$ cat src/rtl/core/mke_pkg.sv
// Shared types, constants and the Morse pattern tables of the keyer encoder.
package mke_pkg;

   localparam int CHAR_W      = 8;
   localparam int PAT_W       = 13;
   localparam int PAT_LEN_W   = 4;
   localparam int LGAP_W      = 3;
   localparam int WGAP_W      = 4;
   localparam int OFF_W       = 5;
   localparam int CSR_IDX_W   = 1;
   localparam int CSR_DATA_W  = 4;
   localparam int QUEUE_DEPTH = 2;

   localparam logic [LGAP_W-1:0] LETTER_GAP_RESET = 3'd3;
   localparam logic [WGAP_W-1:0] WORD_GAP_RESET   = 4'd4;

   localparam logic [CSR_IDX_W-1:0] REG_LETTER_GAP = 1'b0;
   localparam logic [CSR_IDX_W-1:0] REG_WORD_GAP   = 1'b1;

   localparam logic [CHAR_W-1:0] ASCII_SPACE   = 8'h20;
   localparam logic [CHAR_W-1:0] ASCII_UPPER_A = 8'h41;
   localparam logic [CHAR_W-1:0] ASCII_UPPER_Z = 8'h5a;
   localparam logic [CHAR_W-1:0] ASCII_LOWER_A = 8'h61;
   localparam logic [CHAR_W-1:0] ASCII_LOWER_Z = 8'h7a;
   localparam logic [CHAR_W-1:0] ASCII_CASE    = 8'h20;

   // One classified character: what the back end has to send.
   typedef struct packed {
      logic [PAT_W-1:0]     pattern;
      logic [PAT_LEN_W-1:0] pat_len;
      logic [OFF_W-1:0]     off_len;
      logic                 unknown;
   } cmd_type;

   // Key pattern of a letter, first unit in bit 0.
   function automatic logic [PAT_W-1:0] morse_pattern(input logic [4:0] idx);
      logic [PAT_W-1:0] p;
      case (idx)
         5'd0:    p = 13'h001D;
         5'd1:    p = 13'h0157;
         5'd2:    p = 13'h05D7;
         5'd3:    p = 13'h0057;
         5'd4:    p = 13'h0001;
         5'd5:    p = 13'h0175;
         5'd6:    p = 13'h0177;
         5'd7:    p = 13'h0055;
         5'd8:    p = 13'h0005;
         5'd9:    p = 13'h1DDD;
         5'd10:   p = 13'h01D7;
         5'd11:   p = 13'h015D;
         5'd12:   p = 13'h0077;
         5'd13:   p = 13'h0017;
         5'd14:   p = 13'h0777;
         5'd15:   p = 13'h05DD;
         5'd16:   p = 13'h1D77;
         5'd17:   p = 13'h005D;
         5'd18:   p = 13'h0015;
         5'd19:   p = 13'h0007;
         5'd20:   p = 13'h0075;
         5'd21:   p = 13'h01D5;
         5'd22:   p = 13'h01DD;
         5'd23:   p = 13'h0757;
         5'd24:   p = 13'h1DD7;
         5'd25:   p = 13'h0577;
         default: p = '0;
      endcase
      return p;
   endfunction

   // Number of key units in a letter's pattern.
   function automatic logic [PAT_LEN_W-1:0] morse_length(input logic [4:0] idx);
      logic [PAT_LEN_W-1:0] n;
      case (idx)
         5'd0:    n = 4'd5;
         5'd1:    n = 4'd9;
         5'd2:    n = 4'd11;
         5'd3:    n = 4'd7;
         5'd4:    n = 4'd1;
         5'd5:    n = 4'd9;
         5'd6:    n = 4'd9;
         5'd7:    n = 4'd7;
         5'd8:    n = 4'd3;
         5'd9:    n = 4'd13;
         5'd10:   n = 4'd9;
         5'd11:   n = 4'd9;
         5'd12:   n = 4'd7;
         5'd13:   n = 4'd5;
         5'd14:   n = 4'd11;
         5'd15:   n = 4'd11;
         5'd16:   n = 4'd13;
         5'd17:   n = 4'd7;
         5'd18:   n = 4'd5;
         5'd19:   n = 4'd3;
         5'd20:   n = 4'd7;
         5'd21:   n = 4'd9;
         5'd22:   n = 4'd9;
         5'd23:   n = 4'd11;
         5'd24:   n = 4'd13;
         5'd25:   n = 4'd11;
         default: n = '0;
      endcase
      return n;
   endfunction

endpackage

$ cat src/rtl/core/mke_front.sv
// Front end: gap registers, character acceptance and classification.
module mke_front (
   input  logic                            clock,
   input  logic                            reset,
   input  logic                            csr_we,
   input  logic [mke_pkg::CSR_IDX_W-1:0]   csr_index,
   input  logic [mke_pkg::CSR_DATA_W-1:0]  csr_wdata,
   input  logic                            req_tvalid,
   output logic                            req_tready,
   input  logic [mke_pkg::CHAR_W-1:0]      req_tdata,
   output logic                            cmd_valid,
   input  logic                            cmd_ready,
   output mke_pkg::cmd_type                cmd
);
   import mke_pkg::*;

   logic [LGAP_W-1:0] letter_gap_ff, letter_gap_in;
   logic [WGAP_W-1:0] word_gap_ff, word_gap_in;
   logic [CHAR_W-1:0] upper;
   logic              is_lower, is_letter, is_space;
   logic [4:0]        idx;

   always_comb begin
      letter_gap_in = letter_gap_ff;
      word_gap_in   = word_gap_ff;
      if (csr_we) begin
         case (csr_index)
            REG_LETTER_GAP: letter_gap_in = csr_wdata[LGAP_W-1:0];
            REG_WORD_GAP:   word_gap_in   = csr_wdata[WGAP_W-1:0];
            default: ;
         endcase
      end
   end

   always_ff @(posedge clock) begin
      if (reset) begin
         letter_gap_ff <= LETTER_GAP_RESET;
         word_gap_ff   <= WORD_GAP_RESET;
      end else begin
         letter_gap_ff <= letter_gap_in;
         word_gap_ff   <= word_gap_in;
      end
   end

   // Fold lower case onto upper case, then sort into letter, space or other.
   always_comb begin
      is_lower  = (req_tdata >= ASCII_LOWER_A) && (req_tdata <= ASCII_LOWER_Z);
      upper     = is_lower ? (req_tdata - ASCII_CASE) : req_tdata;
      is_letter = (upper >= ASCII_UPPER_A) && (upper <= ASCII_UPPER_Z);
      is_space  = (req_tdata == ASCII_SPACE);
      idx       = 5'(upper - ASCII_UPPER_A);

      cmd.pattern = is_letter ? morse_pattern(idx) : '0;
      cmd.pat_len = is_letter ? morse_length(idx) : '0;
      cmd.off_len = OFF_W'(letter_gap_ff)
                    + (is_space ? OFF_W'(word_gap_ff) : OFF_W'(0));
      cmd.unknown = !is_letter && !is_space;
   end

   assign cmd_valid  = req_tvalid;
   assign req_tready = cmd_ready;

endmodule

$ cat src/rtl/core/mke_queue.sv
// Short queue of classified characters between the front and back ends.
module mke_queue #(
   parameter int DEPTH = mke_pkg::QUEUE_DEPTH
) (
   input  logic             clock,
   input  logic             reset,
   input  logic             in_valid,
   output logic             in_ready,
   input  mke_pkg::cmd_type in_cmd,
   output logic             out_valid,
   input  logic             out_ready,
   output mke_pkg::cmd_type out_cmd
);
   import mke_pkg::*;

   localparam int PW = (DEPTH > 1) ? $clog2(DEPTH) : 1;
   localparam int CW = $clog2(DEPTH + 1);

   cmd_type         slot_ff [DEPTH];
   logic [PW-1:0]   wr_ptr_ff, wr_ptr_in;
   logic [PW-1:0]   rd_ptr_ff, rd_ptr_in;
   logic [CW-1:0]   count_ff, count_in;
   logic            push, pop;

   assign in_ready  = (count_ff != CW'(DEPTH));
   assign out_valid = (count_ff != '0);
   assign out_cmd   = slot_ff[rd_ptr_ff];
   assign push      = in_valid && in_ready;
   assign pop       = out_valid && out_ready;

   always_comb begin
      wr_ptr_in = wr_ptr_ff;
      rd_ptr_in = rd_ptr_ff;
      count_in  = count_ff;
      if (push) begin
         wr_ptr_in = (wr_ptr_ff == PW'(DEPTH - 1)) ? '0 : wr_ptr_ff + 1'b1;
      end
      if (pop) begin
         rd_ptr_in = (rd_ptr_ff == PW'(DEPTH - 1)) ? '0 : rd_ptr_ff + 1'b1;
      end
      if (push && !pop) begin
         count_in = count_ff + 1'b1;
      end else if (pop && !push) begin
         count_in = count_ff - 1'b1;
      end
   end

   always_ff @(posedge clock) begin
      if (reset) begin
         wr_ptr_ff <= '0;
         rd_ptr_ff <= '0;
         count_ff  <= '0;
      end else begin
         wr_ptr_ff <= wr_ptr_in;
         rd_ptr_ff <= rd_ptr_in;
         count_ff  <= count_in;
      end
   end

   always_ff @(posedge clock) begin
      if (push) begin
         slot_ff[wr_ptr_ff] <= in_cmd;
      end
   end

endmodule

$ cat src/rtl/core/mke_back.sv
// Back end: unit sequencer that plays one character into the result register.
module mke_back (
   input  logic             clock,
   input  logic             reset,
   input  logic             cmd_valid,
   output logic             cmd_ready,
   input  mke_pkg::cmd_type cmd,
   output logic             rsp_tvalid,
   input  logic             rsp_tready,
   output logic             rsp_key,
   output logic             rsp_unknown,
   output logic             rsp_last
);
   import mke_pkg::*;

   logic                 busy_ff, busy_in;
   logic [PAT_W-1:0]     bits_ff, bits_in;
   logic [PAT_LEN_W-1:0] pat_cnt_ff, pat_cnt_in;
   logic [OFF_W-1:0]     off_cnt_ff, off_cnt_in;
   logic                 unk_ff, unk_in;
   logic                 valid_ff, valid_in;
   logic                 key_ff, key_in;
   logic                 out_unk_ff, out_unk_in;
   logic                 last_ff, last_in;
   logic                 advance, step_last;

   assign cmd_ready = !busy_ff;
   assign advance   = !valid_ff || rsp_tready;
   assign step_last = ((pat_cnt_ff == PAT_LEN_W'(1)) && (off_cnt_ff == '0))
                   || ((pat_cnt_ff == '0) && (off_cnt_ff == OFF_W'(1)));

   always_comb begin
      busy_in    = busy_ff;
      bits_in    = bits_ff;
      pat_cnt_in = pat_cnt_ff;
      off_cnt_in = off_cnt_ff;
      unk_in     = unk_ff;
      valid_in   = valid_ff && !rsp_tready;
      key_in     = key_ff;
      out_unk_in = out_unk_ff;
      last_in    = last_ff;

      if (!busy_ff) begin
         if (cmd_valid) begin
            // A character with no units at all is dropped here.
            busy_in    = (cmd.pat_len != '0) || (cmd.off_len != '0);
            bits_in    = cmd.pattern;
            pat_cnt_in = cmd.pat_len;
            off_cnt_in = cmd.off_len;
            unk_in     = cmd.unknown;
         end
      end else if (advance) begin
         valid_in   = 1'b1;
         out_unk_in = unk_ff;
         last_in    = step_last;
         busy_in    = !step_last;
         if (pat_cnt_ff != '0) begin
            key_in     = bits_ff[0];
            bits_in    = bits_ff >> 1;
            pat_cnt_in = pat_cnt_ff - 1'b1;
         end else begin
            key_in     = 1'b0;
            off_cnt_in = off_cnt_ff - 1'b1;
         end
      end
   end

   always_ff @(posedge clock) begin
      if (reset) begin
         busy_ff  <= 1'b0;
         valid_ff <= 1'b0;
      end else begin
         busy_ff  <= busy_in;
         valid_ff <= valid_in;
      end
   end

   always_ff @(posedge clock) begin
      bits_ff    <= bits_in;
      pat_cnt_ff <= pat_cnt_in;
      off_cnt_ff <= off_cnt_in;
      unk_ff     <= unk_in;
      key_ff     <= key_in;
      out_unk_ff <= out_unk_in;
      last_ff    <= last_in;
   end

   assign rsp_tvalid  = valid_ff;
   assign rsp_key     = key_ff;
   assign rsp_unknown = out_unk_ff;
   assign rsp_last    = last_ff;

endmodule

$ cat src/rtl/core/morse_keyer_encoder.sv
// Top level of the Morse keyer encoder: character stream in, key units out.
//
//  Channel  Direction  Transaction carries
//  req_     in         tdata[7:0] char_code
//  rsp_     out        tdata[0] key_on (rest zero), tuser unknown_char, tlast last
//  csr_     in         csr_index selects letter gap (0) or word gap (1)
//
//  The back end loads one character at a time and then plays its key units
//  (0 to 22 units); the back-end unit sequencer plays one unit per cycle
//  while rsp_ is not stalled, and takes no new character until it is done.
//  A character that yields no results is dropped when the back end loads it.
//  Reset is synchronous and active high; it empties the queue, idles the
//  sequencer and restores the gaps to 3 and 4 units.
//  A stall on rsp_ holds the result register; the queue keeps taking
//  characters until it is full.
module morse_keyer_encoder #(
   parameter int QUEUE_DEPTH = mke_pkg::QUEUE_DEPTH
) (
   input  logic                            clock,
   input  logic                            reset,
   // Configuration write port.
   input  logic                            csr_we,
   input  logic [mke_pkg::CSR_IDX_W-1:0]   csr_index,
   input  logic [mke_pkg::CSR_DATA_W-1:0]  csr_wdata,
   // Character input.
   input  logic                            req_tvalid,
   output logic                            req_tready,
   input  logic [7:0]                      req_tdata,  // [7:0] char_code
   // Key unit output.
   output logic                            rsp_tvalid,
   input  logic                            rsp_tready,
   output logic [7:0]                      rsp_tdata,  // [0] key_on, [7:1] zero
   output logic                            rsp_tuser,  // [0] unknown_char
   output logic                            rsp_tlast
);
   import mke_pkg::*;

   cmd_type front_cmd, back_cmd;
   logic    front_valid, front_ready;
   logic    back_valid, back_ready;
   logic    key;

   // The front end classifies each character as it is accepted; the result
   // of classification is a complete plan for the back end.
   mke_front u_front (
      .clock      (clock),
      .reset      (reset),
      .csr_we     (csr_we),
      .csr_index  (csr_index),
      .csr_wdata  (csr_wdata),
      .req_tvalid (req_tvalid),
      .req_tready (req_tready),
      .req_tdata  (req_tdata),
      .cmd_valid  (front_valid),
      .cmd_ready  (front_ready),
      .cmd        (front_cmd)
   );

   // The queue lets new characters in while the back end is still keying.
   mke_queue #(
      .DEPTH (QUEUE_DEPTH)
   ) u_queue (
      .clock     (clock),
      .reset     (reset),
      .in_valid  (front_valid),
      .in_ready  (front_ready),
      .in_cmd    (front_cmd),
      .out_valid (back_valid),
      .out_ready (back_ready),
      .out_cmd   (back_cmd)
   );

   // The back end expands one plan at a time into key units.
   mke_back u_back (
      .clock       (clock),
      .reset       (reset),
      .cmd_valid   (back_valid),
      .cmd_ready   (back_ready),
      .cmd         (back_cmd),
      .rsp_tvalid  (rsp_tvalid),
      .rsp_tready  (rsp_tready),
      .rsp_key     (key),
      .rsp_unknown (rsp_tuser),
      .rsp_last    (rsp_tlast)
   );

   assign rsp_tdata = {7'b0, key};

endmodule

$ cat config.mk
export PLATFORM = sky130hd
export DESIGN_NAME = morse_keyer_encoder
export DESIGN_NICKNAME = d
export VERILOG_FILES = /design/src/rtl/core/mke_pkg.sv /design/src/rtl/core/mke_front.sv /design/src/rtl/core/mke_queue.sv /design/src/rtl/core/mke_back.sv /design/src/rtl/core/morse_keyer_encoder.sv
export SDC_FILE = /design/constraint.sdc
export NUM_CORES = 1
export LEC_CHECK = 0
export BUFFER_PORTS_ARGS = -buffer_cell sky130_fd_sc_hd__buf_2
export CORE_AREA = 2 2 91 93
export DETAILED_ROUTE_END_ITERATION = 16
export DIE_AREA = 0 0 93 95
export GPL_ROUTABILITY_DRIVEN = 0
export PLACE_DENSITY = 0.78
export SYNTH_ARGS = -nofsm -noshare
export SYNTH_HDL_FRONTEND = slang
export SYNTH_HIERARCHICAL = 1
export SYNTH_SLANG_ARGS = --single-unit
$ cat constraint.sdc
create_clock -name clock -period 3.1 [get_ports clock]
set_input_delay 0.155 -clock clock [delete_from_list [all_inputs] [get_ports clock]]
set_output_delay 0.155 -clock clock [all_outputs]
set_load 0.01 [all_outputs]
==> run summary <==
The leakage power total came out at 1.86 nW. The total instance count after detailed placement came out at slightly above 500. The number of buffers added on ports came out at 22. The share of the clock period used by the worst path is about four fifths. For this run, asynchronously set or reset flops after synthesis account for 0%. The number of inserted diodes came out at 0.

For the pin with the worst max-slew slack, the measured transition is 957 ps. The half-perimeter wire length after placement came out at 5.64 mm. The leftover overflow at the end of global routing came out at 0. Setup violations remaining at the end of the flow were counted as 0.

The final hold violation count is 0. The pin count of the biggest net entering global routing is 29. The signal on the critical path passes through buf_2 -> inv_1 -> ha_1 -> ha_1 -> nor2b_1 -> nor2_1 -> o221ai_1 -> nor2_1 -> a211oi_1.

The clock skew is 17.5 ps. The H-tree was split into 3 levels. In this run the tightest slew margin relative to its limit is 36.2%.

The per-instance average area after synthesis is between 10 and 15 um^2. At the end of the flow, the number of nets in the layout was 448. The total standard cell area after synthesis is 0.00464 mm^2.

Across all layers, the routed design uses between 2,000 and 3,000 vias. The via count of the first global-routing pass came out at 2,837. The fraction of final layout cells with drive strength greater than 1 is around a fifth. Static timing analysis puts the maximum clock frequency at around 390 MHz. The clock buffer count from CTS came out at 9. The clock latency of the later-clocked register in the worst-skew pair is 350 ps. The required time reported for the critical path endpoint came out at roughly 3200 ps. The power density over cell area is 744 mW/mm^2. Across all setup checks in the final design, the least slack found is 559 ps.

The number of flops mapped to enable cells by yosys is between 70 and 80. After layout, the design draws a total of between 3 and 4 mW. Data on the critical path arrives at its endpoint at roughly 2600 ps. Leaving out fill and tap cells, the most frequent cells in the layout are edfxtp_1, mux2_2, nor2_1.

The cell sitting at the root of the clock tree is a clkbuf_8. The run finished with clean final reports. The number of post-CTS setup repair buffers is 0. The number of maximum-capacitance constraint violations came out at 0. 30 I/O pins were placed. The number of max-slew violations in the final report is 0.

The peak supply drop came out at 0.269 mV. The initial antenna violation count came out at 0. Across every metal layer, demand over resource in global routing totals 19.3%. The starting utilization of the core area came out at 58.6%. The floorplan step defined a die boundary enclosing 0.00884 mm^2. The worst setup path is captured at a flip-flop. After routing, the total negative slack on setup checks comes to 0 ps.

The number of hold buffers added after cts came out at 0. The count of nets left with antenna violations once routing finished came out at 0. The post-CTS resize count came out at 0. The slowest stage of the critical path is the ha_1 cell.

The count of unresolved DRC violations after routing came out at 0. The warning count from the yosys run came out at 6. Clock-pin slew was measured on the worst setup and hold paths at 80 ps. In the synthesized netlist the dominant register cell turns out to be edfxtp_1.

The worst-path maximum fanout came out at 21. The final period demand of the worst path is 2540 ps. The clock tree from TritonCTS is done. The min-delay analysis places its worst path in the category in2reg. The area added between synthesis and finish is 6.82%. Timing analysis after detailed placement gives a worst setup slack of 288 ps. Summing the sequential cell areas from Yosys gives 52.6% of the chip area. The routed design has 7.92 mm of wire. The post-synthesis sequential element count is 86.

For this run, the slowest stage of the critical path takes 670 ps. The most common cell after layout, fill and taps aside is edfxtp_1. The number of cells produced by synthesis is 398. By startpoint and endpoint, the worst setup path is classified as in2reg. The number of distinct library cells after synthesis came out at 62.

The startpoint type of the worst setup path is an input port. In the routed layout, each cell is associated on average with a via count of 5.61. The first global-routing pass estimated about 13 mm of wire.

The clock sink count is 86. The longest clock path from root to sink contains 2 buffers. Setup repair after global routing left no endpoint under its margin. The core outline area is 0.00793 mm^2. The number of rows created at floorplan came out at 33.

The first routing iteration left 102 violations. The die width is 93 um. The detailed-route wire length per cell came out at 15.2 um.

The number of iterations in the first detailed-routing pass is 4. The overall die height is between 90 and 100 um. The non-filler instance count after layout is 521.
power by group:
group          internal (mW)  switching (mW)
Combinational          0.461           0.586
Clock                  0.458           0.385
Sequential              1.67           0.130
Total                   2.59            1.10
stage by stage:
| step | cell area (um^2) | utilization (%) | hold WS, ps |
|---|---|---|---|
| 2_1_floorplan | 4670 | - | 224 |
| 3_3_place_gp | 4750 | 59.9 | 383 |
| 3_5_place_dp | 4750 | 59.9 | 385 |
| 4_1_cts | 4960 | 62.6 | 10.6 |
| 5_1_grt | 4960 | 62.6 | 24.9 |
| 6_report | 4960 | 62.6 | 31.0 |
worst paths after layout:
kind	startpoint	to	slack [ps]	depth (start not counted)
max	req_tdata[0]	u_queue/slot_ff[0][18]$_DFFE_PP_	560	9
min reg2reg	u_back/unk_ff$_DFFE_PP_	u_back/rsp_unknown$_DFFE_PP_	440	0
min	csr_wdata[0]	u_front/letter_gap_ff[0]$_SDFFE_PP1P_	30	2
max reg2reg	flip-flop	u_back/busy_ff$_SDFF_PP0_	910	5
synthesized netlist by cell type (10+ instances only):
library cell,count,area (um^2)
edfxtp_1,72,2160
mux2_2,34,383
nor2_1,31,116
a21oi_1,28,140
nand2_1,23,86.3
ha_1,18,225
inv_1,17,63.8
dfxtp_1,14,280
buf_4,13,97.6
o21ai_0,11,55.1
buf_2,10,50.1
cell type report:
class | count | area (um^2)
fillers | 644 | 2970
flip-flops and latches | 86 | 2440
multi-input cells | 269 | 1960
repair buffers | 27 | 148
clock buffers | 11 | 131
well taps | 105 | 131
clock inverters | 5 | 83.8
inverters | 18 | 67.6
registers in the layout, indices dropped and copies added, names as in the netlist, 2 cells and up, named ones only:
register / cells
u_queue/slot_ff: 46
u_back/bits_ff: 13
u_front/word_gap_ff: 4
u_back/pat_cnt_ff: 4
u_queue/count_ff: 2
u_front/letter_gap_ff: 3
u_back/off_cnt_ff: 5
cells by family (layout without fill, tap and decap cells):
family / after synthesis / in the layout / synth area share [%]
AOI/OAI and AO/OA: 79 / 79 / 11.5
xor gates and xnor gates: 13 / 13 / 2.61
adders and majority gates: 19 / 19 / 5.28
buffers and inverters: 49 / 61 / 5.76
DFF: 86 / 86 / 52.6
muxes: 40 / 40 / 9.62
other: 1 / 7 / 0.0807
and+or+nand+nor: 111 / 111 / 12.6
layer usage:
layer / vias to the layer above / share of wire [%] / global-route usage (%)
met5: - / 0 / 0
met4: 0 / 1.7 / 7.11
met3: 10 / 3.9 / 3.35
met2: 70 / 48 / 31.9
met1: 1382 / 47 / 25.8
li1: 1459 / - / -
worst max-delay path, delay by kind of cell:
family	cells	cell delay [ps]
adder cells (fa/ha/maj)	2	990
AND/OR/NAND/NOR	3	540
AO/OA/AOI/OAI	2	490
buffers and inverters	2	460
Note: power is estimated with default switching activity, not from simulation.
